`src/assert_macros.svh`:
```
// Assertion helpers used by the decoder core.
`ifndef ASSERT_MACROS_SVH
`define ASSERT_MACROS_SVH

// Concurrent check on a rising clock, muted while reset is asserted.
`define ASSERT_CLK(lbl, clk, rst_n, prop) \
  lbl: assert property (@(posedge clk) disable iff (!rst_n) (prop)) \
    else $error("assertion failed");

// Signal pair that must never be high together.
`define ASSERT_NEVER_BOTH(lbl, clk, rst_n, a, b) \
  lbl: assert property (@(posedge clk) disable iff (!rst_n) !((a) && (b))) \
    else $error("assertion failed");

`endif

```
`src/upd_pkg.sv`:
```
package upd_pkg;

  localparam logic [7:0] ChPercent = 8'h25;
  localparam logic [7:0] ChPlus    = 8'h2B;
  localparam logic [7:0] ChSpace   = 8'h20;
  localparam logic [7:0] ChNul     = 8'h00;

  localparam int MaxResults = 3;
  localparam int CntW       = $clog2(MaxResults + 1);

  localparam int QueueDepth = 4;
  localparam int QPtrW      = $clog2(QueueDepth);
  localparam int QCntW      = $clog2(QueueDepth + 1);

  // One input's worth of output bytes; term marks the last byte as terminator.
  typedef struct packed {
    logic [CntW-1:0]                  cnt;
    logic                             term;
    logic [MaxResults-1:0][7:0]       bytes;
  } job_t;

  typedef struct packed {
    logic             full;
    logic             empty;
    logic [QCntW-1:0] count;
  } queue_status_t;

  function automatic logic is_hex(input logic [7:0] c);
    is_hex = (c >= "0" && c <= "9") || (c >= "A" && c <= "F") ||
             (c >= "a" && c <= "f");
  endfunction

  function automatic logic [3:0] hex_value(input logic [7:0] c);
    logic [7:0] v;
    v = c;
    if (v >= "a") v = v - 8'd32;
    if (v >= "A") v = v - 8'd55;
    else v = v - 8'd48;
    hex_value = v[3:0];
  endfunction

endpackage

```
`src/upd_front.sv`:
```
module upd_front (
  input  logic         clk_i,
  input  logic         rst_ni,
  input  logic         in_valid_i,
  input  logic [7:0]   in_byte_i,
  output logic         in_stall_o,
  input  logic         q_full_i,
  output logic         push_o,
  output upd_pkg::job_t job_o
);

  typedef enum logic [1:0] {
    PH_IDLE  = 2'd0,
    PH_PCT   = 2'd1,
    PH_DIGIT = 2'd2
  } phase_e;

  phase_e     phase_q, phase_d;
  logic [7:0] held_q, held_d;
  logic       accept;

  assign in_stall_o = q_full_i;
  assign accept     = in_valid_i & ~q_full_i;

  always_comb begin
    logic [upd_pkg::CntW-1:0] n;
    logic                     do_plain;
    n        = '0;
    do_plain = 1'b0;
    job_o    = '0;
    phase_d  = PH_IDLE;
    held_d   = held_q;
    case (phase_q)
      PH_PCT: begin
        if (upd_pkg::is_hex(in_byte_i)) begin
          held_d  = in_byte_i;
          phase_d = PH_DIGIT;
        end else begin
          job_o.bytes[0] = upd_pkg::ChPercent;
          n        = upd_pkg::CntW'(1);
          do_plain = 1'b1;
        end
      end
      PH_DIGIT: begin
        if (upd_pkg::is_hex(in_byte_i)) begin
          job_o.bytes[0] = {upd_pkg::hex_value(held_q), upd_pkg::hex_value(in_byte_i)};
          n = upd_pkg::CntW'(1);
        end else begin
          job_o.bytes[0] = upd_pkg::ChPercent;
          job_o.bytes[1] = held_q;
          n        = upd_pkg::CntW'(2);
          do_plain = 1'b1;
        end
      end
      default: do_plain = 1'b1;
    endcase
    if (do_plain) begin
      case (in_byte_i)
        upd_pkg::ChNul: begin
          job_o.bytes[n[1:0]] = upd_pkg::ChNul;
          job_o.term          = 1'b1;
          n = n + upd_pkg::CntW'(1);
        end
        upd_pkg::ChPercent: phase_d = PH_PCT;
        upd_pkg::ChPlus: begin
          job_o.bytes[n[1:0]] = upd_pkg::ChSpace;
          n = n + upd_pkg::CntW'(1);
        end
        default: begin
          job_o.bytes[n[1:0]] = in_byte_i;
          n = n + upd_pkg::CntW'(1);
        end
      endcase
    end
    job_o.cnt = n;
  end

  // Inputs that only open or extend an escape produce no queue entry.
  assign push_o = accept & (job_o.cnt != '0);

  always_ff @(posedge clk_i or negedge rst_ni) begin
    if (!rst_ni) begin
      phase_q <= PH_IDLE;
      held_q  <= '0;
    end else if (accept) begin
      phase_q <= phase_d;
      held_q  <= held_d;
    end
  end

endmodule

```
`src/upd_queue.sv`:
```
module upd_queue (
  input  logic                   clk_i,
  input  logic                   rst_ni,
  input  logic                   push_i,
  input  upd_pkg::job_t          push_job_i,
  input  logic                   pop_i,
  output upd_pkg::job_t          head_o,
  output upd_pkg::queue_status_t status_o
);

  upd_pkg::job_t                  mem_q [upd_pkg::QueueDepth];
  logic [upd_pkg::QPtrW-1:0]      wr_ptr_q, rd_ptr_q;
  logic [upd_pkg::QCntW-1:0]      count_q;

  assign head_o          = mem_q[rd_ptr_q];
  assign status_o.count  = count_q;
  assign status_o.full   = (count_q == upd_pkg::QCntW'(upd_pkg::QueueDepth));
  assign status_o.empty  = (count_q == '0);

  always_ff @(posedge clk_i) begin
    if (push_i) mem_q[wr_ptr_q] <= push_job_i;
  end

  always_ff @(posedge clk_i or negedge rst_ni) begin
    if (!rst_ni) begin
      wr_ptr_q <= '0;
      rd_ptr_q <= '0;
      count_q  <= '0;
    end else begin
      if (push_i) wr_ptr_q <= wr_ptr_q + upd_pkg::QPtrW'(1);
      if (pop_i)  rd_ptr_q <= rd_ptr_q + upd_pkg::QPtrW'(1);
      case ({push_i, pop_i})
        2'b10:   count_q <= count_q + upd_pkg::QCntW'(1);
        2'b01:   count_q <= count_q - upd_pkg::QCntW'(1);
        default: count_q <= count_q;
      endcase
    end
  end

endmodule

```
`src/upd_back.sv`:
```
module upd_back (
  input  logic          clk_i,
  input  logic          rst_ni,
  input  upd_pkg::job_t head_i,
  input  logic          q_empty_i,
  output logic          pop_o,
  output logic          out_valid_o,
  input  logic          out_stall_i,
  output logic [7:0]    out_byte_o,
  output logic          string_end_o,
  output logic          run_last_o
);

  upd_pkg::job_t cur_q;
  logic          cur_valid_q;
  logic [1:0]    idx_q;
  logic          last, take, done;

  assign last  = (idx_q == 2'(cur_q.cnt - upd_pkg::CntW'(1)));
  assign take  = cur_valid_q & ~out_stall_i;
  assign done  = take & last;
  assign pop_o = (~cur_valid_q | done) & ~q_empty_i;

  assign out_valid_o  = cur_valid_q;
  assign out_byte_o   = cur_q.bytes[idx_q];
  assign run_last_o   = last;
  assign string_end_o = cur_q.term & last;

  always_ff @(posedge clk_i) begin
    if (pop_o) cur_q <= head_i;
  end

  always_ff @(posedge clk_i or negedge rst_ni) begin
    if (!rst_ni) begin
      cur_valid_q <= 1'b0;
      idx_q       <= '0;
    end else if (pop_o) begin
      cur_valid_q <= 1'b1;
      idx_q       <= '0;
    end else if (done) begin
      cur_valid_q <= 1'b0;
    end else if (take) begin
      idx_q <= idx_q + 2'd1;
    end
  end

endmodule

```
`src/url_percent_decoder_core.sv`:
```
// URL percent decoder (form-urlencoded), one source byte per transaction.
// Input channel: in_valid_i / in_stall_o carry in_byte_i; a zero byte ends
// the string. Output channel: out_valid_o / out_stall_i carry out_byte_o,
// string_end_o (the terminator) and run_last_o (last byte from one input).
// Each input yields zero to three output transactions: '+' gives a space,
// "%hh" gives the decoded byte on its last digit, broken escapes flush '%'
// and the held digit literally ahead of the breaking byte.
// Results pass through the job queue and then the emitter's job register.
// Throughput: one input per cycle while the four-entry job queue has room;
// the output drains one byte per cycle unless stalled, so inputs that
// expand into two or three bytes slow the source only once the queue fills.
// The front classifier accepts and updates escape state; the back emitter
// walks each queued job one byte at a time.
// Reset (rst_ni low, asynchronous) clears escape state, empties the queue
// and drops any partly emitted job. A stalled output holds its byte; input
// stall rises only when the queue is full.
`include "assert_macros.svh"

module url_percent_decoder_core (
  input  logic       clk_i,
  input  logic       rst_ni,
  input  logic       in_valid_i,
  output logic       in_stall_o,
  input  logic [7:0] in_byte_i,
  output logic       out_valid_o,
  input  logic       out_stall_i,
  output logic [7:0] out_byte_o,
  output logic       string_end_o,
  output logic       run_last_o
);

  upd_pkg::job_t          push_job, head_job;
  upd_pkg::queue_status_t q_status;
  logic                   push, pop;

  // Front: classify the byte and build a job of up to three bytes.
  upd_front u_front (
    .clk_i      (clk_i),
    .rst_ni     (rst_ni),
    .in_valid_i (in_valid_i),
    .in_byte_i  (in_byte_i),
    .in_stall_o (in_stall_o),
    .q_full_i   (q_status.full),
    .push_o     (push),
    .job_o      (push_job)
  );

  // Short job queue decoupling the two sides.
  upd_queue u_queue (
    .clk_i      (clk_i),
    .rst_ni     (rst_ni),
    .push_i     (push),
    .push_job_i (push_job),
    .pop_i      (pop),
    .head_o     (head_job),
    .status_o   (q_status)
  );

  // Back: emit the head job one byte per output transaction.
  upd_back u_back (
    .clk_i        (clk_i),
    .rst_ni       (rst_ni),
    .head_i       (head_job),
    .q_empty_i    (q_status.empty),
    .pop_o        (pop),
    .out_valid_o  (out_valid_o),
    .out_stall_i  (out_stall_i),
    .out_byte_o   (out_byte_o),
    .string_end_o (string_end_o),
    .run_last_o   (run_last_o)
  );

  `ASSERT_CLK(a_q_count_bound, clk_i, rst_ni, q_status.count <= upd_pkg::QCntW'(upd_pkg::QueueDepth))
  `ASSERT_NEVER_BOTH(a_pop_empty, clk_i, rst_ni, pop, q_status.empty)
  `ASSERT_NEVER_BOTH(a_push_full, clk_i, rst_ni, push, q_status.full)
  `ASSERT_CLK(a_end_is_last, clk_i, rst_ni, (out_valid_o && string_end_o) |-> run_last_o)

endmodule

```
`config.mk`:
```
export PLATFORM = sky130hd
export DESIGN_NAME = url_percent_decoder_core
export DESIGN_NICKNAME = d
export VERILOG_FILES = /design/src/upd_pkg.sv /design/src/upd_front.sv /design/src/upd_queue.sv /design/src/upd_back.sv /design/src/url_percent_decoder_core.sv
export VERILOG_INCLUDE_DIRS = /design/src /design/src/src
export SDC_FILE = /design/constraint.sdc
export NUM_CORES = 1
export LEC_CHECK = 0
export BUFFER_PORTS_ARGS = -buffer_cell sky130_fd_sc_hd__buf_2
export CAP_MARGIN = 20
export CORE_ASPECT_RATIO = 1.4
export CORE_MARGIN = 2
export CORE_UTILIZATION = 28
export CTS_CLUSTER_SIZE = 24
export DETAILED_ROUTE_END_ITERATION = 8
export PLACE_DENSITY = 0.51
export SYNTH_ARGS = -nofsm -noshare
export SYNTH_HDL_FRONTEND = slang
export SYNTH_HIERARCHICAL = 1
export SYNTH_SLANG_ARGS = --single-unit
```
`constraint.sdc`:
```
create_clock -name clk_i -period 4.9 [get_ports clk_i]
set_clock_uncertainty 0.15 [all_clocks]
set_input_delay 0.245 -clock clk_i [delete_from_list [all_inputs] [get_ports clk_i]]
set_output_delay 0.245 -clock clk_i [all_outputs]
set_load 0.1 [all_outputs]
```
### After elaboration in Yosys (flattened, before gate mapping)

Memories as Yosys holds them, arrays and structs flattened. A register that Yosys moved wholly into a read port is not among the register bits.
Cells that the tools add are included.

* reduce and logical (&&, ||, !) cells: 15
* add/sub/neg operators: 13
* bitwise gates (word level): 16
* eq/ne operators: 9
* magnitude comparators: 12
* multiplexer cells: 40

Operators by type and width (number)
* $mux 8: 11
* $pmux 24 s3: 1
* $ge 8x7->1 const B: 5
* $mux 25: 1
* $and 16x24->24: 1
* $bwmux 24: 1
* $not 24->24: 1
* $and 14x21->21: 1
* $not 21->21: 1
* $mux 2: 10
* $bmux 8 s2: 1
* $demux 8 s2: 1
* $eq 8x6->1 const B: 2
* $le 8x7->1 const B: 2
* $pmux 8 s2: 1
* $sub 8x6->8 const B: 2
* $add 2x1->2 const B: 4
* $ge 8x6->1 const B: 1
* $le 8x6->1 const B: 1
* $logic_not 8->1: 1
* $mux 1: 8
* $mux 4: 2
* $reduce_bool 2->1: 4
* $sub 4x1->4 const B: 2
* 24 further kinds: 40

* memory bits (writable): 108
* memories kept: 1
* input bits: 12
* output and inout bits: 12
* logic and storage cells: 113
* flip-flop bits (word level): 20

Memory list
* u_queue.mem_q: depth 4, bits a word 27, rd ports 1, clocked after Yosys merged registers in 1, write ports 1, RTL line upd_queue.sv:11 `upd_pkg::job_t mem_q [upd_pkg::QueueDepth];`

### Logic depth before layout (Yosys ltp)

Gate-level depths: netlist of the first run.

* depth in word-level cells: 14
* gate-level depth with buffers: 19

### Cells and area by module

Netlist of the first run, hierarchy kept.

By module, submodules not included
* upd_queue: area an instance 4304.1 µm², times used 1, cells an instance 177
* upd_front: area an instance 1564.0 µm², times used 1, cells an instance 203
* upd_back: area an instance 1282.5 µm², times used 1, cells an instance 91

### Worst setup path after synthesis of the first run

Ideal clock, no wire load.

* path type: in2reg
* start: input port in_byte_i[1]
* end: memory u_queue/mem_q[0][0] in the netlist's numbering, enable pin
* setup time: 0.386 ns
* data arrival time: 3.535 ns
* setup slack: 0.829 ns
* stages on the path: 13
* path buffers: 2
* cell sequence: clkbuf_1 > inv_1 > ha_1 > nor4b_2 > and3b_1 > a32oi_1 > nand3_1 > and2_1 > buf_2 > ha_1 > a2111oi_0 > a211oi_1 > and2_1

* word-level cells in the longest chain between the ends: 13
* elaborated cells on any way between the ends: 24
* classes of those cells: 1 x add/sub; 6 x order compare; 1 x eq/ne; 9 x mux; 1 x bitwise; 6 x reduce/logical

RTL lines
* from (decl): RTL line url_percent_decoder_core.sv:24 `input logic [7:0] in_byte_i,`
* $ge 8x6->1 (tied with other cells): RTL line upd_pkg.sv:29 `is_hex = (c >= "0" && c <= "9") || (c >= "A" && c <= "F") ||`
* $logic_and 1x1->1: RTL line upd_pkg.sv:29
* $logic_or 1x1->1 (2 in a row): RTL line upd_pkg.sv:29
* $mux 2 or $mux 1 (tied branches): RTL line upd_front.sv:45, upd_front.sv:35
* $pmux 2 s2: RTL line upd_front.sv:33 `case (phase_q)`
* $add 2x1->2: RTL line upd_front.sv:62, upd_front.sv:67, upd_front.sv:71
* $mux 2
* $mux 2 *: RTL line upd_front.sv:57 `if (do_plain) begin`
* $reduce_bool 2->1 *: RTL line upd_front.sv:79 `assign push_o = accept & (job_o.cnt != '0);`
* $and 1x1->1 *: RTL line upd_front.sv:79
* net push: RTL line url_percent_decoder_core.sv:34 `logic push, pop;`
* $mux 1 *: RTL line upd_queue.sv:21 `if (push_i) mem_q[wr_ptr_q] <= push_job_i;`
* $mux 1 (not written as such) *: RTL line upd_queue.sv:21
* to (decl): RTL line upd_queue.sv:11

Mark *: on every way through the listed nets, which the timed path passes. The rest lies on a longest branch.

### Worst setup path in the final report of the first run

* start: input port in_byte_i[0]
* end: register u_queue/count_q[2] in the netlist's numbering

* word-level cells in the longest chain between the ends: 13
* elaborated cells on any way between the ends: 26
* classes of those cells: 1 x add/sub; 6 x order compare; 3 x eq/ne; 8 x mux; 1 x bitwise; 7 x reduce/logical

RTL lines
* $ge 8x6->1 (tied with other cells): RTL line upd_pkg.sv:29
* $logic_and 1x1->1: RTL line upd_pkg.sv:29
* $logic_or 1x1->1 (2 in a row): RTL line upd_pkg.sv:29
* $mux 2 or $mux 1 (tied branches): RTL line upd_front.sv:45, upd_front.sv:35
* $pmux 2 s2: RTL line upd_front.sv:33
* $add 2x1->2: RTL line upd_front.sv:62, upd_front.sv:67, upd_front.sv:71
* $mux 2
* $mux 2 *: RTL line upd_front.sv:57
* $reduce_bool 2->1 *: RTL line upd_front.sv:79
* $and 1x1->1 *: RTL line upd_front.sv:79
* net push: RTL line url_percent_decoder_core.sv:34
* $eq 2x1->1 or $eq 2x2->1 (tied branches): RTL line upd_queue.sv:32 `case ({push_i, pop_i})`
* $pmux 3 s2 or $reduce_bool 2->1 (tied branches)
* to (signal assigned): RTL line upd_queue.sv:33 `2'b10: count_q <= count_q + upd_pkg::QCntW'(1);`
* to (signal assigned): RTL line upd_queue.sv:34 `2'b01: count_q <= count_q - upd_pkg::QCntW'(1);`
* to (signal assigned): RTL line upd_queue.sv:35 `default: count_q <= count_q;`
* to (decl): RTL line upd_queue.sv:13 `logic [upd_pkg::QCntW-1:0] count_q;`

Marks and branches as above.
A chain may end at the register's enable or synchronous reset.

==> results of run 1 <==
==> metrics by stage <==
stage                     worst slack (ns)  cells  utilization (%)
after global placement               0.666    799             30.1
after CTS                            0.860    832             32.4
final                                0.868    833             32.5
after floorplan                      0.829    471                -
after global routing                 0.601    833             32.5
after detailed placement             0.428    799             30.1
==> worst min-delay path: stages <==
cell	delay [ns]
buf_2	0.16
inv_1	0.12
mux2i_1	0.08
==> metal layers <==
layer / vias up / share of wire, % / routed length (um) / track usage, %
met3: 22 / 2.6 / 420 / 2.30
met2: 67 / 54 / 8580 / 23.0
met1: 2124 / 41 / 6530 / 13.4
met4: 0 / 2.1 / 340 / 5.13
met5: - / 0 / 0 / 0
li1: 1877 / - / - / -
==> where the power goes <==
part           switching [W]  internal [W]  leakage (nW)  total, W
Combinational        0.00100      0.000476          1.22   0.00148
Sequential          0.000158       0.00183          1.44   0.00199
Clock               0.000548      0.000708         0.275   0.00126
Total                0.00171       0.00301          2.94   0.00472
==> state kept, by name (all words and copies together), names as in the netlist <==
name,flops
u_queue/wr_ptr_q,2
u_back/cur_q,27
u_front/held_q,8
u_queue/mem_q,108
u_queue/count_q,3
u_front/phase_q,2
u_back/out_valid_o,1
u_queue/rd_ptr_q,2
u_back/idx_q,2
==> cell families after synthesis <==
kind of cell	Yosys count	synth area share, %
simple gates	117	9.31
buf+inv	48	3.32
flops	155	63.7
xor+xnor	11	1.45
compound gates	75	7.30
fa+ha+maj	21	3.78
mux	44	11.1
==> placed cells by master, fill, tap and decap left out, drive strengths merged, types with 3 or more instances in the layout <==
cell,Yosys,routed
clkinv,1,9
xor2,6,6
edfxtp,135,135
o211ai,3,3
clkbuf,5,17
nor2b,4,4
nand2b,5,5
nand3b,3,3
and2,14,14
inv,25,29
nor4b,3,3
o2bb2ai,4,4
a32o,3,3
mux2,3,3
ha,20,20
nand3,9,9
mux4,27,27
nand2,30,30
and3,7,7
nor2,17,17
xnor2,5,5
nor3,8,8
mux2i,14,14
o21ai,23,23
buf,17,32
a21oi,14,14
dfrtp,20,20
a211oi,3,3
or3,3,3
a32oi,5,5
==> cell type report <==
cell class / instances / area (sq um) / share of cell area [%]
inverter: 26 / 98.8 / 1.21
clock buffer: 17 / 425 / 5.20
timing repair buffer: 33 / 205 / 2.51
tap: 319 / 399 / 4.88
clock inverter: 15 / 143 / 1.74
multi-input combinational: 268 / 2360 / 28.8
sequential: 155 / 4560 / 55.7
==> what timing repair did <==
| item | CTS | global route |
|---|---|---|
| hold buffers | 1 | 0 |
| endpoints found under the hold margin | 20 | 0 |
| resized for setup | 0 | 0 |
==> worst max-delay path by stage <==
stage                             from  depth (start not counted)                              to  slack (ns)
after global routing      in_byte_i[1]                         19  u_queue/count_q[2]$_DFFE_PN0P_        0.60
after detailed placement  in_byte_i[1]                         19  u_queue/count_q[2]$_DFFE_PN0P_        0.43
after floorplan           in_byte_i[1]                         13   u_queue/mem_q[0][0]$_DFFE_PP_        0.83
after global placement    in_byte_i[1]                         19  u_queue/count_q[2]$_DFFE_PN0P_        0.67
after CTS                 in_byte_i[1]                         19  u_queue/count_q[2]$_DFFE_PN0P_        0.86
final                     in_byte_i[0]                         19  u_queue/count_q[2]$_DFFE_PN0P_        0.87
==> out/metrics.cfg, run 1 <==
[grt]
grt_max_degree=30
first_global_vias=4361
grt_usage_pct=12.2
grt_pass1_wl_um=24700
antenna_found_initial=0
gr-total-overflow=0

[outcome]
status=complete, no violations

[yosys]
synthCells=471
synth_edf_count=135
synthArstFlopShare_pct=12.9
ys_seq_area_share_pct=63.7
syn_nets=504
synth.top_cell.area_share_pct=56.7
synth_area_sq_um=7150
synthTopCellsByArea=edfxtp_1 57%, mux4_2 8.2%, dfrtp_1 7.0%
synth_most_common_cell=edfxtp_1
ys_ff_latch=155
synth_largest_area_cell=edfxtp_1
ys_dominant_reg_cell=edfxtp_1
netlist-cell-type-count=73
yosysWarnings=6
synth_commonest_cells=135 x edfxtp_1, 30 x nand2_1, 26 x mux4_2, 25 x inv_1
avgSynthCellArea_sq_um=15.2

[setup_path]
timing.critical_path.buf_inv=5
crit_type=primary input to register
slowest_delay_ns=0.38
critPathMaxFanout=9
cp_cell_sequence=buf_2 -> inv_1 -> ha_1 -> nor4b_2 -> and3b_1 -> a32o_2 -> o21ai_0 -> and2_1 -> ha_1 -> a2111oi_0 -> a211oi_1 -> buf_4 -> inv_1 -> ha_1 -> inv_1 -> fa_1 -> xor2_1 -> nor2_1 -> xor2_1
worstPathRequired_ns=5.09
r2r_end=u_queue/count_q[2]$_DFFE_PN0P_
cp_top_family=adder cells
cp.arrival_ns=4.22
r2r_setup_slack_ns=1.43
ff2ff_path_depth=15
rr_startpoint=u_front/phase_q[0]$_DFFE_PN0P_
start_kind=primary input
crit_slowest_cell=fa_1
end_kind=register

[placed_design]
hpwl_um=10700
gp_congestion=0.893
post_dp_cell_area_sq_um=7590
portBuffers=23

[clocking]
post_cts_buffers=0
clkTransAtPathRegs_ns=0.07
cts_tree=yes
root_buffer=clkbuf_16
clock_latency_ns=0.42
clockBufferDepth=2
cts_buffers=17
cts_max_level=4
clkSinkCount=155

[power]
p_total_w=0.00472
ir_worst_vdd_uv=528
powerDensity_nw_per_um2=577
leakage_nw=2.94

[floorplan]
die-height_um=193
die_area_sq_um=26900
io_pins=24
initial_core_util_pct=28.4
rows=69
die_w_um=139
core_sq_um=25200

[timing]
tightest_slew_ns=0.952
rsz0062_at_grt=no
max_slew_margin_pct=36.4
worst_hold_slack_ns=0.0719
fin_setup_tns_ns=0
hold_viol=0
slew_violations=0
max_freq_mhz=248
min_period_ns=4.03
setup_viol=0
fin_crit_sh_pct=82.3

[hold_path]
holdCritStartpoint=in_byte_i[1]
whs_path_depth=3
hp-class=primary input to register
min_to=u_front/held_q[1]$_DFFE_PN0P_

[route]
drc=0
viasPerCell=4.91
num_vias=4090
first_pass_iters=4
drt_iter0_drc=333
ant_nets=0
routed_wl_um=15900
post_drt_wl_per_cell_um=19.1

[flow_run]
maxCapViolCount=0

[final_layout]
drive_gt1_share_pct=20.8
nFillCells=2456
antenna_cells=0
final_cell_area_sq_um=8190
nets=534
area_delta_synth_final_pct=14.5

(Power assumes the default switching activity.)
==> run 2, diff against run 1 <==
- clock period: 4.9 -> 3.8 ns (I/O delays scaled with it)
==> run 2 against run 1 <==
Effect of this change: final cell count increased by 1.6%; clock-buffer cell count up 3; non-clock buffer count is 13 higher; die area unchanged; sequential cell count stayed put; sequential power grew 29%; total power is 28% higher; critical path type unchanged; highest routed layer unchanged.
==> out/metrics.cfg, run 2 (synthesis gave the netlist of run 1 again) <==
[outcome]
status=complete, no violations  ; unchanged

[route]
num_vias=4050  ; was 4,090
dr_wl_met3_um=529  ; was 420 um
drc=0  ; unchanged
post_drt_wl_per_cell_um=18.0  ; was 19.1 um
wl_met1_um=6060  ; was 6530 um
routed_wl_um=15200  ; was 15,900 um
ant_nets=0  ; unchanged
routed.top_layer=met4  ; unchanged
drt_iter0_drc=319  ; was 333
first_pass_iters=4  ; unchanged
dr_wl_met2_um=8370  ; was 8580 um
viasPerCell=4.79  ; was 4.91

[setup_path]
cp.arrival_ns=3.51  ; was 4.22 ns
cp_cell_sequence=buf_2 -> inv_1 -> ha_1 -> buf_4 -> nor2_1 -> o21ai_0 -> a32o_2 -> o21ai_1 -> and2_1 -> ha_1 -> a2111oi_2 -> a211oi_2 -> inv_1 -> ha_1 -> inv_1 -> fa_1 -> xor2_1 -> nor2_1 -> xor2_1  ; was buf_2 -> inv_1 -> ha_1 -> nor4b_2 -> and3b_1 -> a32o_2 -> o21ai_0 -> and2_1 -> ha_1 -> a2111oi_0 -> a211oi_1 -> buf_4 -> inv_1 -> ha_1 -> inv_1 -> fa_1 -> xor2_1 -> nor2_1 -> xor2_1
cp_top_family=adder cells  ; unchanged
r2r_setup_slack_ns=0.74  ; was 1.43 ns
crit_type=primary input to register  ; unchanged
crit_slowest_cell=fa_1  ; unchanged
timing.critical_path.buf_inv=5  ; unchanged
end_kind=register  ; unchanged
slowest_delay_ns=0.38  ; about the same
worstPathRequired_ns=3.98  ; was 5.09 ns
critPathMaxFanout=5  ; was 9
start_kind=primary input  ; unchanged

[flow_run]
maxCapViolCount=0  ; unchanged

[hold_path]
hp-class=primary input to register  ; unchanged

[power]
powerDensity_nw_per_um2=727  ; was 577 nW/um^2
leakage_nw=2.99  ; was 2.94 nW
p_total_w=0.00604  ; was 0.00472 W
ir_worst_vdd_uv=754  ; was 528 uV

[timing]
slew_violations=0  ; unchanged
max_slew_margin_pct=49.0  ; was 36.4%
hold_viol=0  ; unchanged
fin_crit_sh_pct=87.8
max_freq_mhz=300
min_period_ns=3.34
setup_viol=0  ; unchanged
tightest_slew_ns=0.763  ; was 0.952 ns
rsz0062_at_grt=no  ; unchanged

[clocking]
root_buffer=clkbuf_16  ; unchanged
cts_max_level=4  ; unchanged
cts_buffers=17  ; unchanged
clockBufferDepth=2  ; unchanged
clkTransAtPathRegs_ns=0.06  ; was 0.07 ns
cts_tree=yes  ; unchanged
cts_resized=0  ; unchanged
clock_latency_ns=0.41  ; was 0.42 ns
clkSinkCount=155  ; unchanged

[final_layout]
area_delta_synth_final_pct=16.2  ; was 14.5%
layout_common_cells=135 x edfxtp_1, 30 x nand2_1, 26 x mux4_2  ; unchanged
antenna_cells=0  ; unchanged
reg_top3=u_queue/mem_q: 108 flops, u_back/cur_q: 27 flops, u_front/held_q: 8 flops  ; unchanged
drive_gt1_share_pct=23.3  ; was 20.8%
layout_commonest_cell=edfxtp_1  ; unchanged
regMostFlops=u_queue/mem_q  ; unchanged
nets=547  ; was 534
final_cell_area_sq_um=8310  ; was 8190 sq um
largest_reg_flops=108  ; unchanged

[placed_design]
portBuffers=23  ; unchanged
post_dp_cell_area_sq_um=7730  ; was 7590 sq um
gp_congestion=0.861  ; was 0.893
hpwl_um=11000  ; was 10,700 um

[floorplan]
rows=69  ; unchanged
die-height_um=193  ; unchanged
die_w_um=139  ; unchanged
initial_core_util_pct=28.4  ; unchanged
io_pins=24  ; unchanged
die_area_sq_um=26900  ; unchanged
core_sq_um=25200  ; unchanged

[grt]
first_global_vias=4303  ; was 4,361
antenna_found_initial=0  ; unchanged
grt_pass1_wl_um=24100  ; was 24,700 um
gr-total-overflow=0  ; unchanged
grt_usage_pct=11.7  ; was 12.2%
grt_max_degree=30  ; unchanged

## run 2: changes by cell type in the layout (fill, tap and decap cells not counted), sizes merged
cell	delta
clkinvlp	+4
dlygate4sd3	+2
inv	-2
buf	+11
clkbuf	+3
clkinv	-5
## run 2: metal layers
| metal | track usage (%) | up-vias |
|---|---|---|
| li1 | - | 1908 |
| met1 | 13.1 | 2031 |
| met2 | 22.5 | 97 |
| met3 | 1.95 | 14 |
| met4 | 4.12 | 0 |
| met5 | 0 | - |
## run 2: path summary, 6_finish.rpt
path / endpoint / from / depth (start not counted)
min in group asynchronous: u_queue/wr_ptr_q[0]$_DFFE_PN0P_ / rst_ni / 2
max reg2reg: u_queue/count_q[2]$_DFFE_PN0P_ / u_front/phase_q[1]$_DFFE_PN0P_ / 14
min: u_front/held_q[3]$_DFFE_PN0P_ / in_byte_i[3] / 2
max in group asynchronous: u_queue/rd_ptr_q[0]$_DFFE_PN0P_ / rst_ni / 2
min reg2reg: u_queue/count_q[2]$_DFFE_PN0P_ / u_queue/count_q[2]$_DFFE_PN0P_ / 1
max: u_queue/count_q[2]$_DFFE_PN0P_ / in_byte_i[1] / 19
## run 2: area by class of cell
cell class | instances | area (sq um)
Inverter | 26 | 98.8
Fill cell | 2459 | 16900
Timing Repair Buffer | 46 | 320
Clock buffer | 20 | 437
Multi-Input combinational cell | 268 | 2380
Sequential cell | 155 | 4560
Tap cell | 319 | 399
Clock inverter | 12 | 119
## run 2: report_power, final
part	switching, W	internal (W)
combinational	0.00129	0.000628
clock	0.000651	0.000907
sequential	0.000204	0.00236
## run 2: per-stage QoR
stage	TNS (ns)	hold slack (ns)	utilization, %	worst slack, ns	cells
6_report	0	0.0557	33.0	0.463	846
3_5_place_dp	-0.00461	0.0805	30.6	-0.00461	811
4_1_cts	0	0.0521	33.0	0.425	846
2_1_floorplan	0	-0.256	-	0.0827	471
5_1_grt	0	0.0573	33.0	0.147	846
3_3_place_gp	0	0.0784	30.6	0.110	811
## run 2: repair_timing
action                    4_1_cts  5_1_grt
hold buffers                    3        0
hold endpoints to repair       22        0
setup buffers                   0        0
